### config.mk
export PLATFORM = sky130hd
export DESIGN_NAME = timer2_capture_reload_baud
export DESIGN_NICKNAME = d
export VERILOG_FILES = /design/src/design/t2crb_pkg.sv /design/src/design/timer2_capture_reload_baud.sv /design/src/design/t2crb_step_unit.sv
export SDC_FILE = /design/constraint.sdc
export NUM_CORES = 1
export LEC_CHECK = 0
export CORE_UTILIZATION = 60
export DETAILED_ROUTE_END_ITERATION = 8
export DONT_BUFFER_PORTS = 1
export PLACE_DENSITY = 0.76
export REMOVE_ABC_BUFFERS = 1
export SYNTH_ARGS = -nofsm -noshare
export SYNTH_HDL_FRONTEND = slang
export SYNTH_SLANG_ARGS = --single-unit
### constraint.sdc
create_clock -name clk_i -period 7.4 [get_ports clk_i]
set_clock_uncertainty 0.05 [all_clocks]
set_input_delay 1.48 -clock clk_i [delete_from_list [all_inputs] [get_ports clk_i]]
set_output_delay 1.48 -clock clk_i [all_outputs]
set_load 0.1 [all_outputs]
### src/design/t2crb_pkg.sv
package t2crb_pkg;

  typedef enum logic [2:0] {
    ST_IDLE  = 3'b001,
    ST_COUNT = 3'b010,
    ST_DONE  = 3'b100
  } seq_state_e;

  typedef enum logic [2:0] {
    MODE_RELOAD  = 3'd0,
    MODE_CAPTURE = 3'd1,
    MODE_BAUD    = 3'd2,
    MODE_DOWN    = 3'd3,
    MODE_CLKOUT  = 3'd4
  } timer_mode_e;

  typedef enum logic [1:0] {
    FUNC_TICK  = 2'd0,
    FUNC_WRITE = 2'd1,
    FUNC_READ  = 2'd2,
    FUNC_PINS  = 2'd3
  } func_e;

  localparam logic [2:0] REG_CONTROL     = 3'd0;
  localparam logic [2:0] REG_MODE        = 3'd1;
  localparam logic [2:0] REG_COUNT_LOW   = 3'd2;
  localparam logic [2:0] REG_COUNT_HIGH  = 3'd3;
  localparam logic [2:0] REG_RELOAD_LOW  = 3'd4;
  localparam logic [2:0] REG_RELOAD_HIGH = 3'd5;

  localparam logic [1:0] CFG_DOWN_COUNT_EN = 2'd0;
  localparam logic [1:0] CFG_CLOCK_OUT_EN  = 2'd1;

  // Control register bit positions.
  localparam int unsigned B_TF2   = 7;
  localparam int unsigned B_EXF2  = 6;
  localparam int unsigned B_RCLK  = 5;
  localparam int unsigned B_TCLK  = 4;
  localparam int unsigned B_EXEN2 = 3;
  localparam int unsigned B_TR2   = 2;
  localparam int unsigned B_CT2   = 1;
  localparam int unsigned B_CPRL2 = 0;

  localparam logic [3:0] EDGE_MAX   = 4'd15;
  localparam logic [2:0] CYCLES_MAX = 3'd4;

  // Step width: up to four machine cycles at six increments each.
  localparam int unsigned STEP_W = 5;

  typedef struct packed {
    logic down;
    logic reload_en;
  } step_ctrl_t;

  function automatic timer_mode_e pick_mode(logic [7:0] ctrl, logic [1:0] mode_reg,
                                            logic dcen_en, logic clkout_en);
    timer_mode_e m;
    if (clkout_en && mode_reg[1]) begin
      m = MODE_CLKOUT;
    end else if (ctrl[B_RCLK] || ctrl[B_TCLK]) begin
      m = MODE_BAUD;
    end else if (ctrl[B_CPRL2]) begin
      m = MODE_CAPTURE;
    end else if (dcen_en && mode_reg[0]) begin
      m = MODE_DOWN;
    end else begin
      m = MODE_RELOAD;
    end
    return m;
  endfunction

endpackage

### src/design/timer2_capture_reload_baud.sv
// Channel   Direction  Handshake             Payload
// --------  ---------  --------------------  ------------------------------------------
// in        sink       in_valid_i/in_stall_o  func, reg_select, write_data, cycles, pins
// out       source     out_valid_o/out_stall_i read_data, flags, irq, baud_overflows, T2
// cfg       sink       cfg_valid_i/cfg_ready_o cfg_index_i, cfg_data_i
//
// A register write, read or pin sample goes from accept straight to the done state.
// A tick with TR2 set first runs the count state for n increments (up to 24), as
// the shared 16-bit step unit advances the count once a cycle, then goes to done.
// Reset is asynchronous and active low; it restores all control and timer state.
// The input is stalled while a beat is being worked on; a finished result waits
// in the output register, and a new beat may be accepted while it waits.
module timer2_capture_reload_baud
  import t2crb_pkg::*;
(
  input  logic       clk_i,
  input  logic       rst_ni,

  input  logic       in_valid_i,
  output logic       in_stall_o,
  input  logic [1:0] func_i,
  input  logic [2:0] reg_select_i,
  input  logic [7:0] write_data_i,
  input  logic [2:0] machine_cycles_i,
  input  logic       t_pin_i,
  input  logic       t2ex_pin_i,

  output logic       out_valid_o,
  input  logic       out_stall_i,
  output logic [7:0] read_data_o,
  output logic       overflow_flag_o,
  output logic       external_flag_o,
  output logic       irq_request_o,
  output logic [4:0] baud_overflows_o,
  output logic       clock_out_level_o,

  input  logic       cfg_valid_i,
  output logic       cfg_ready_o,
  input  logic [1:0] cfg_index_i,
  input  logic       cfg_data_i
);

  seq_state_e  state_q, state_d;
  timer_mode_e mode_q, mode_d, mode_new;

  logic [15:0] count_q, count_d;
  logic [15:0] reload_q, reload_d;
  logic [7:0]  ctrl_q, ctrl_d;
  logic [1:0]  mreg_q, mreg_d;
  logic        dcen_q, dcen_d;
  logic        coen_q, coen_d;
  logic [3:0]  t_edges_q, t_edges_d;
  logic [3:0]  x_edges_q, x_edges_d;
  logic [1:0]  prev_pins_q, prev_pins_d;
  logic        clk_out_q, clk_out_d;

  logic [STEP_W-1:0] steps_q, steps_d;
  logic [STEP_W-1:0] ovs_q, ovs_d;
  logic [7:0]        rd_q, rd_d;

  logic        out_valid_q, out_valid_d;
  logic [7:0]  o_rd_q, o_rd_d;
  logic        o_tf2_q, o_tf2_d;
  logic        o_exf2_q, o_exf2_d;
  logic        o_irq_q, o_irq_d;
  logic [4:0]  o_bov_q, o_bov_d;
  logic        o_clk_q, o_clk_d;

  logic        in_fire;
  logic        out_free;
  logic [2:0]  cyc_capped;
  logic [STEP_W-1:0] cyc_scaled;
  logic        fast_mode;
  step_ctrl_t  step_ctrl;
  logic [15:0] step_next;
  logic        step_event;

  assign in_stall_o  = (state_q != ST_IDLE);
  assign in_fire     = in_valid_i && !in_stall_o;
  assign cfg_ready_o = 1'b1;
  assign out_free    = !out_valid_q || !out_stall_i;

  // Baud and clock-out modes count six increments per machine cycle.
  assign fast_mode  = (mode_q == MODE_BAUD) || (mode_q == MODE_CLKOUT);
  assign cyc_capped = (machine_cycles_i > CYCLES_MAX) ? CYCLES_MAX : machine_cycles_i;
  assign cyc_scaled = fast_mode ? ({2'b00, cyc_capped} << 2) + ({2'b00, cyc_capped} << 1)
                                : {2'b00, cyc_capped};

  // Down counting follows the T2EX level seen at the last pin sample.
  assign step_ctrl.down      = (mode_q == MODE_DOWN) && !prev_pins_q[1];
  assign step_ctrl.reload_en = (mode_q != MODE_CAPTURE);

  t2crb_step_unit u_step (
    .count_i  (count_q),
    .reload_i (reload_q),
    .ctrl_i   (step_ctrl),
    .next_o   (step_next),
    .event_o  (step_event)
  );

  always_comb begin
    state_d     = state_q;
    mode_d      = mode_q;
    count_d     = count_q;
    reload_d    = reload_q;
    ctrl_d      = ctrl_q;
    mreg_d      = mreg_q;
    dcen_d      = dcen_q;
    coen_d      = coen_q;
    t_edges_d   = t_edges_q;
    x_edges_d   = x_edges_q;
    prev_pins_d = prev_pins_q;
    clk_out_d   = clk_out_q;
    steps_d     = steps_q;
    ovs_d       = ovs_q;
    rd_d        = rd_q;
    out_valid_d = out_valid_q;
    o_rd_d      = o_rd_q;
    o_tf2_d     = o_tf2_q;
    o_exf2_d    = o_exf2_q;
    o_irq_d     = o_irq_q;
    o_bov_d     = o_bov_q;
    o_clk_d     = o_clk_q;
    mode_new    = mode_q;

    if (out_valid_q && !out_stall_i) begin
      out_valid_d = 1'b0;
    end

    // The user must send configuration beats only while the block is idle; the block itself does not enforce this.
    if (cfg_valid_i && cfg_ready_o) begin
      if (cfg_index_i == CFG_DOWN_COUNT_EN) begin
        dcen_d = cfg_data_i;
      end else if (cfg_index_i == CFG_CLOCK_OUT_EN) begin
        coen_d = cfg_data_i;
      end
      mode_new = pick_mode(ctrl_q, mreg_q, dcen_d, coen_d);
      mode_d   = mode_new;
      if (mode_new != mode_q) begin
        t_edges_d = '0;
        x_edges_d = '0;
      end
    end

    unique case (state_q)
      ST_IDLE: begin
        if (in_fire) begin
          rd_d    = 8'h00;
          ovs_d   = '0;
          state_d = ST_DONE;
          case (func_i)
            FUNC_TICK: begin
              // A pending T2EX edge acts first, whether or not the timer runs.
              if (mode_q != MODE_DOWN && ctrl_q[B_EXEN2] && (x_edges_q != 4'd0)) begin
                ctrl_d[B_EXF2] = 1'b1;
                x_edges_d      = '0;
                if (mode_q == MODE_CAPTURE) begin
                  reload_d = count_q;
                end else if (mode_q == MODE_RELOAD) begin
                  count_d = reload_q;
                end
              end
              if (ctrl_q[B_TR2]) begin
                if (ctrl_q[B_CT2]) begin
                  steps_d   = {1'b0, t_edges_q};
                  t_edges_d = '0;
                end else begin
                  steps_d = cyc_scaled;
                end
                state_d = ST_COUNT;
              end
            end
            FUNC_WRITE: begin
              case (reg_select_i)
                REG_CONTROL: begin
                  ctrl_d   = write_data_i;
                  mode_new = pick_mode(write_data_i, mreg_q, dcen_q, coen_q);
                  mode_d   = mode_new;
                  if (mode_new != mode_q || write_data_i[B_TR2] != ctrl_q[B_TR2]) begin
                    t_edges_d = '0;
                    x_edges_d = '0;
                  end
                end
                REG_MODE: begin
                  mreg_d   = write_data_i[1:0];
                  mode_new = pick_mode(ctrl_q, write_data_i[1:0], dcen_q, coen_q);
                  mode_d   = mode_new;
                  if (mode_new != mode_q) begin
                    t_edges_d = '0;
                    x_edges_d = '0;
                  end
                end
                REG_COUNT_LOW:   count_d[7:0]   = write_data_i;
                REG_COUNT_HIGH:  count_d[15:8]  = write_data_i;
                REG_RELOAD_LOW:  reload_d[7:0]  = write_data_i;
                REG_RELOAD_HIGH: reload_d[15:8] = write_data_i;
                default: ;
              endcase
            end
            FUNC_READ: begin
              case (reg_select_i)
                REG_CONTROL:     rd_d = ctrl_q;
                REG_MODE:        rd_d = {6'd0, mreg_q};
                REG_COUNT_LOW:   rd_d = count_q[7:0];
                REG_COUNT_HIGH:  rd_d = count_q[15:8];
                REG_RELOAD_LOW:  rd_d = reload_q[7:0];
                REG_RELOAD_HIGH: rd_d = reload_q[15:8];
                default:         rd_d = 8'h00;
              endcase
            end
            default: begin
              // Pin sample: count falling edges, saturating.
              if (prev_pins_q[0] && !t_pin_i && t_edges_q < EDGE_MAX) begin
                t_edges_d = t_edges_q + 4'd1;
              end
              if (prev_pins_q[1] && !t2ex_pin_i && x_edges_q < EDGE_MAX) begin
                x_edges_d = x_edges_q + 4'd1;
              end
              prev_pins_d = {t2ex_pin_i, t_pin_i};
            end
          endcase
        end
      end

      ST_COUNT: begin
        if (steps_q != '0) begin
          count_d = step_next;
          ovs_d   = ovs_q + {{(STEP_W-1){1'b0}}, step_event};
          steps_d = steps_q - {{(STEP_W-1){1'b0}}, 1'b1};
        end else begin
          state_d = ST_DONE;
          case (mode_q)
            MODE_BAUD: ;
            MODE_CLKOUT: begin
              if (!ctrl_q[B_CT2] && ovs_q[0]) begin
                clk_out_d = !clk_out_q;
              end
            end
            MODE_DOWN: begin
              if (ovs_q != '0) begin
                ctrl_d[B_TF2] = 1'b1;
                if (ovs_q[0]) begin
                  ctrl_d[B_EXF2] = !ctrl_q[B_EXF2];
                end
              end
            end
            default: begin
              if (ovs_q != '0) begin
                ctrl_d[B_TF2] = 1'b1;
              end
            end
          endcase
        end
      end

      ST_DONE: begin
        if (out_free) begin
          out_valid_d = 1'b1;
          o_rd_d      = rd_q;
          o_tf2_d     = ctrl_q[B_TF2];
          o_exf2_d    = ctrl_q[B_EXF2];
          o_irq_d     = ctrl_q[B_TF2] || (ctrl_q[B_EXF2] && mode_q != MODE_DOWN);
          o_bov_d     = fast_mode ? ovs_q : 5'd0;
          o_clk_d     = clk_out_q;
          state_d     = ST_IDLE;
        end
      end

      default: state_d = ST_IDLE;
    endcase
  end

  always_ff @(posedge clk_i or negedge rst_ni) begin
    if (!rst_ni) begin
      state_q     <= ST_IDLE;
      mode_q      <= MODE_RELOAD;
      count_q     <= '0;
      reload_q    <= '0;
      ctrl_q      <= '0;
      mreg_q      <= '0;
      dcen_q      <= 1'b0;
      coen_q      <= 1'b0;
      t_edges_q   <= '0;
      x_edges_q   <= '0;
      prev_pins_q <= 2'b11;
      clk_out_q   <= 1'b0;
      steps_q     <= '0;
      ovs_q       <= '0;
      out_valid_q <= 1'b0;
    end else begin
      state_q     <= state_d;
      mode_q      <= mode_d;
      count_q     <= count_d;
      reload_q    <= reload_d;
      ctrl_q      <= ctrl_d;
      mreg_q      <= mreg_d;
      dcen_q      <= dcen_d;
      coen_q      <= coen_d;
      t_edges_q   <= t_edges_d;
      x_edges_q   <= x_edges_d;
      prev_pins_q <= prev_pins_d;
      clk_out_q   <= clk_out_d;
      steps_q     <= steps_d;
      ovs_q       <= ovs_d;
      out_valid_q <= out_valid_d;
    end
  end

  // Result payload needs no reset; it is qualified by out_valid_q.
  always_ff @(posedge clk_i) begin
    rd_q     <= rd_d;
    o_rd_q   <= o_rd_d;
    o_tf2_q  <= o_tf2_d;
    o_exf2_q <= o_exf2_d;
    o_irq_q  <= o_irq_d;
    o_bov_q  <= o_bov_d;
    o_clk_q  <= o_clk_d;
  end

  assign out_valid_o       = out_valid_q;
  assign read_data_o       = o_rd_q;
  assign overflow_flag_o   = o_tf2_q;
  assign external_flag_o   = o_exf2_q;
  assign irq_request_o     = o_irq_q;
  assign baud_overflows_o  = o_bov_q;
  assign clock_out_level_o = o_clk_q;

`ifndef SYNTHESIS
  a_step_bound: assert property (@(posedge clk_i) disable iff (!rst_ni)
    state_q == ST_COUNT |-> steps_q <= 5'd24)
    else $error("step count exceeds the largest tick");

  a_bov_bound: assert property (@(posedge clk_i) disable iff (!rst_ni)
    out_valid_o |-> baud_overflows_o <= 5'd24)
    else $error("baud overflow count out of range");

  a_accept_busy: assert property (@(posedge clk_i) disable iff (!rst_ni)
    in_fire |=> state_q != ST_IDLE)
    else $error("accepted beat did not start work");

  a_irq_source: assert property (@(posedge clk_i) disable iff (!rst_ni)
    out_valid_o && irq_request_o |-> overflow_flag_o || external_flag_o)
    else $error("interrupt request without a flag");
`endif

endmodule

### src/design/t2crb_step_unit.sv
module t2crb_step_unit
  import t2crb_pkg::*;
(
  input  logic [15:0] count_i,
  input  logic [15:0] reload_i,
  input  step_ctrl_t  ctrl_i,
  output logic [15:0] next_o,
  output logic        event_o
);

  logic [15:0] sum;
  logic        hit;

  // One adder serves both directions: plus one or minus one.
  assign sum = count_i + (ctrl_i.down ? 16'hffff : 16'h0001);
  assign hit = ctrl_i.down ? (count_i == reload_i) : (sum == 16'h0000);

  always_comb begin
    next_o  = sum;
    event_o = hit;
    if (hit) begin
      if (ctrl_i.down) begin
        next_o = 16'hffff;
      end else if (ctrl_i.reload_en) begin
        next_o = reload_i;
      end else begin
        next_o = 16'h0000;
      end
    end
  end

endmodule
==> results of run 1 <==
==> state kept, by name, indices dropped and copies added, names as in the netlist, 4 cells and up <==
signal            flops
reload_q             16
read_data_o           8
ctrl_q                8
rd_q                  8
x_edges_q             4
t_edges_q             4
steps_q               5
ovs_q                 5
count_q              16
baud_overflows_o      5
==> placed cells by master (no fill, tap or decap), types with 7 or more instances in the layout <==
| master | synthesis | layout |
|---|---|---|
| ha_1 | 11 | 11 |
| edfxtp_1 | 25 | 25 |
| mux2i_1 | 11 | 11 |
| a211oi_1 | 10 | 10 |
| buf_4 | 5 | 10 |
| o21ai_0 | 31 | 31 |
| inv_1 | 12 | 12 |
| or2_2 | 7 | 7 |
| nor2b_1 | 10 | 10 |
| dfrtp_1 | 69 | 69 |
| xor2_1 | 18 | 18 |
| nor2_1 | 70 | 70 |
| and2_1 | 17 | 17 |
| nand4_1 | 13 | 13 |
| a221oi_1 | 13 | 13 |
| nand3_1 | 28 | 28 |
| nand2b_1 | 9 | 9 |
| nand2_1 | 56 | 56 |
| a22oi_1 | 16 | 16 |
| xnor2_1 | 31 | 31 |
| a31oi_1 | 15 | 15 |
| a21oi_1 | 89 | 89 |
| mux2_2 | 14 | 14 |
| nor3_1 | 16 | 16 |
| nor4_1 | 8 | 8 |
| clkbuf_16 | 0 | 10 |
==> kinds of logic after synthesis <==
kind of cell / Yosys count
XOR/XNOR: 49
buffers and inverters: 70
AO/OA/AOI/OAI: 232
multiplexers: 27
flip-flops: 97
AND/OR/NAND/NOR: 285
other: 1
adder cells (fa/ha/maj): 11
==> critical path, stage by stage, from the launching register on <==
cell       delay, ns
dfrtp_1         0.52
nand4bb_1       0.69
xnor2_1         0.44
ha_1            0.31
nand3_1         0.19
nor4_1          0.50
a32oi_1         0.12
xnor2_1         0.20
or4_2           0.78
o31ai_4         0.90
ha_1            0.33
ha_1            0.18
nand4_1         0.11
xor2_1          0.15
nor2_1          0.09
==> area by class of cell <==
class | instances | area, um2
inverters | 13 | 48.8
fillers | 876 | 3890
clock buffers | 13 | 262
clock inverters | 3 | 23.8
repair buffers | 10 | 75.1
multi-input cells | 605 | 3950
well taps | 140 | 175
diodes | 1 | 2.50
flip-flops and latches | 97 | 2560
==> path summary, 6_finish.rpt <==
kind,startpoint,endpoint,slack [ns]
max,mode_q[2],ovs_q[4],1.76
min,rd_q[0],read_data_o[0],0.36
max reg2reg,mode_q[2],ovs_q[4],1.76
min reg2reg,rd_q[0],read_data_o[0],0.36
max in group asynchronous,rst_ni,prev_pins_q[1],6.33
min in group asynchronous,rst_ni,clk_out_q,0.76
==> report_power, final <==
group | total (mW) | internal, mW | switching [mW]
combinational | 1.23 | 0.509 | 0.719
sequential | 1.14 | 0.732 | 0.412
clock | 0.457 | 0.250 | 0.207
total | 2.83 | 1.49 | 1.34
==> layer usage <==
metal,routed length [um],vias up,track usage,share of wire
met5,0,-,0,0
met4,598,0,0.137,0.031
met3,1850,64,0.0723,0.097
met2,8880,345,0.541,0.46
met1,7780,2964,0.447,0.41
li1,-,2787,-,-
==> results.yml, run 1 <==
hold_path:
  hp-class: "reg2reg"
  min_path_cells: 0
power:
  leakage_nw: 2.66
  power_density_mw_per_mm2: 399
  peakVddDrop_mv: 0.283
  total_power_mw: 2.83
logic_synthesis:
  synth.area.top_cells: "dfrtp_1, edfxtp_1, a21oi_1"
  synth-simple-area-share: 0.224
  synthFlopType: "dfrtp_1"
  ys_seq_elements: 97
  avgSynthCellArea_um2: 8.88
  synth_edf_count: 25
  synthAdderAreaFrac: 0.0201
  yosysSeqAreaShare: 0.373
  synthArstFlopShare: 0.742
  synth-xor-area-share: 0.0626
  synth.distinct_cells: 82
  synth_compound_area_frac: 0.222
  synth_mux_area_frac: 0.0456
  yosysMostFrequentCell: "a21oi_1"
  syn_inst: 772
  ys_warn_count: 0
  synth_top_area_frac: 0.252
  synth_top_family_by_area: "simple AND/OR/NAND/NOR gates"
  netlist_top_cells_count: "a21oi_1, nor2_1, dfrtp_1, nand2_1, clkbuf_1"
  synth_top_cell_by_area: "dfrtp_1"
  netlist_area_mm2: 0.00686
worst_setup_path:
  arrival_ns: 5.87
  worst_setup_path_start_kind: "register"
  path_max_fanout: 14
  end_kind: "register"
  r2r_cells: 14
  worst-setup-path-type: "reg2reg"
  cp_data_required_time_ns: 7.63
grt:
  grt_overflow_total: 0
  grt_max_degree: 73
  grt_pass1_vias: 5844
  grt_pass1_wl_mm: 30.7
  antenna_found_initial: 1
  grt_usage: 0.339
clock_network:
  clk_pin_slew_ns: 0.07
  cts_buffers: 9
  numClockSinks: 97
  ctsHoldBuffers: 0
  clock_latency_ns: 0.35
  post_cts_buffers: 0
  clockBufferDepth: 2
  cts_tree: "done"
  htree_levels: 3
  root_buffer: "clkbuf_16"
  cts_resized: 0
route:
  via_per_inst: 6.98
  wire_per_inst_um: 21.7
  postRouteAntennaNets: 0
  routed_wl_mm: 19.1
  vias: 6160
  drc_errors: 0
  first_iter_violations: 791
  drt_pass1_iterations: 6
placement:
  place_ws_ns: 1.91
  place_congestion: 0.951
  dpl-instance-area_mm2: 0.00681
  dp_hpwl_mm: 13.4
  dp_cells: 865
  portBuffers: 0
sta:
  hold_viol: 0
  min_period_ns: 5.64
  hold_slack_ns: 0.365
  rsz0062_at_grt: "false"
  setup_viol: 0
  maxSlewViolCount: 0
  relSlewSlack: 0.325
  period_share: 0.763
  max_freq_ghz: 0.177
  fin_tns_setup_ns: 0
  setup_slack_ns: 1.76
  worstMarginPinSlew_ns: 1.01
run:
  max-cap-violations: 0
die:
  dieArea_mm2: 0.0119
  coreArea_mm2: 0.0110
  die-height_um: 109
  io-pin-count: 46
  die_x_um: 109
  start_util: 0.624
  rows: 38
layout:
  drive_gt1_frac: 0.108
  final_util: 0.646
  num-nets-final: 773
  area_growth_pct: 3.49
  final_cells: 882
  final_area_mm2: 0.00710
outcome:
  status: "finished, final reports clean"
No activity file was read; power rests on OpenSTA's default activity.
==> inputs of run 2 (changes only) <==
- clock period: 7.4 -> 5.55 ns (I/O delays scaled with it)
==> run 2 against run 1 <==
  * Global-route usage up 0.32 points
  * Core utilization barely moved
  * Combinational power increased by 34%
  * Power grew 32%
  * Flip-flop and latch count stayed put
  * Sequential power increased by 32%
  * Sequential share of layout area about the same
  * First-iteration DRC count down 22%
  * Clock power is 25% higher
  * Setup slack worse by 0.71 ns
  * Worst hold slack gained 0.0088 ns
  * Final cell count increased by 0.23%
  * Highest routed layer unchanged
==> results.yml, run 2 (synthesized netlist as in run 1, its figures left out) <==
sta:
  worstMarginPinSlew_ns: 1.15
  hold_viol: 0
  setup_viol: 0
  period_share: 0.811
  min_period_ns: 4.50
  max_freq_ghz: 0.222
  relSlewSlack: 0.235
  rsz0062_at_grt: "false"
  fin_tns_setup_ns: 0
  maxSlewViolCount: 0
hold_path:
  worstHoldStart: "rd_q[7]"
  hp-class: "reg2reg"
clock_network:
  post_cts_buffers: 0
  numClockSinks: 97
  ctsHoldBuffers: 0
  htree_levels: 3
  cts_buffers: 9
  clk_pin_slew_ns: 0.06
  clockBufferDepth: 2
  cts_tree: "done"
  cts_resized: 0
  clock_latency_ns: 0.36
  root_buffer: "clkbuf_16"
die:
  coreArea_mm2: 0.0110
  rows: 38
  io-pin-count: 46
  start_util: 0.624
  die-height_um: 109
  dieArea_mm2: 0.0119
  die_x_um: 109
layout:
  area_growth_pct: 3.45
  layout_common_cells: "a21oi_1, nor2_1, dfrtp_1"
  mostFrequentLayoutCell: "a21oi_1"
  antennaDiodeCount: 0
  num-nets-final: 776
  top_regs: "count_q (16), reload_q (16)"
  drive_gt1_frac: 0.112
worst_setup_path:
  r2r_start: "mode_q[2]"
  cp_data_required_time_ns: 5.78
  worstPathCellList: "nand4bb_1 -> buf_4 -> xnor2_1 -> ha_1 -> nor4_1 -> a32oi_1 -> xnor2_1 -> or4_2 -> o31ai_4 -> ha_1 -> ha_1 -> nand4_1 -> xor2_1 -> nor2_1"
  worst_setup_path_start_kind: "register"
  cpPeakStageDelay_ns: 0.78
  slowest_stage: "or4_2"
  arrival_ns: 4.73
  startpoint: "mode_q[2]"
  cp_common_cell: "ha_1"
  worst-setup-path-type: "reg2reg"
  path_max_fanout: 14
  end_kind: "register"
power:
  power_density_mw_per_mm2: 527
  leakage_nw: 2.67
  peakVddDrop_mv: 0.342
  total_power_mw: 3.74
route:
  first_iter_violations: 615
  postRouteAntennaNets: 0
  drt_pass1_iterations: 5
  vias: 6177
  via_per_inst: 6.99
  drc_errors: 0
  routed_wl_mm: 19.3
  wire_per_inst_um: 21.8
grt:
  grt_usage: 0.342
  grt_max_degree: 73
  grt_pass1_vias: 5799
  grt_overflow_total: 0
  grt_pass1_wl_mm: 30.5
  antenna_found_initial: 0
placement:
  dp_hpwl_mm: 13.8
  place_congestion: 0.938
  portBuffers: 0
run:
  max-cap-violations: 0
outcome:
  status: "finished, final reports clean"
==> run 2: cell count changes in the layout (fill, tap and decap cells not counted), sizes merged <==
cell,before,now
buf,10,13
clkinv,1,4
clkinvlp,2,1
diode,1,0
clkbuf,13,11
==> run 2: cell type report <==
type                            instances  area, um2
Sequential cell                        97       2560
Multi-Input combinational cell        605       3950
Tap cell                              140        175
Clock inverter                          5       30.0
Fill cell                             934       3890
Clock buffer                           11        233
Inverter                               13       48.8
Timing Repair Buffer                   13       97.6
==> run 2: final timing paths <==
kind,to,slack [ns],depth (start not counted)
max,ovs_q[4],1.05,14
min,read_data_o[7],0.37,0
max reg2reg,ovs_q[4],1.05,14
min reg2reg,read_data_o[7],0.37,0
max in group asynchronous,prev_pins_q[1],4.84,0
min in group asynchronous,out_valid_o,0.40,0
==> run 2: layer usage <==
layer / wire length, um / vias to the layer above / global-route usage
met1: 7770 / 2988 / 0.445
met5: 0 / - / 0
met4: 732 / 0 / 0.146
met3: 1890 / 55 / 0.0843
li1: - / 2805 / -
met2: 8880 / 329 / 0.542
==> run 2: worst max-delay path, delay by kind of cell (launching register included) <==
family          cells  cell delay [ns]
flops               1             0.53
fa+ha+maj           3             0.69
simple gates        5             1.86
buf+inv             1             0.21
xor+xnor            3             0.51
compound gates      2             0.57
==> run 2: report_power, final <==
part	internal (mW)	total, mW	switching (mW)
registers	0.977	1.51	0.537
clock network	0.303	0.573	0.270
logic	0.686	1.65	0.967
==> run 2: per-stage QoR <==
step / setup slack (ns) / hold WS (ns) / util / cell area, um2 / cells
after floorplan: 0.792 / 0.350 / - / 6550 / 715
after global placement: 1.24 / 0.356 / 0.622 / 6830 / 868
after detailed placement: 1.08 / 0.356 / 0.622 / 6830 / 868
after CTS: 1.08 / 0.371 / 0.646 / 7090 / 884
after global routing: 0.704 / 0.374 / 0.646 / 7090 / 884
final: 1.05 / 0.373 / 0.646 / 7090 / 884
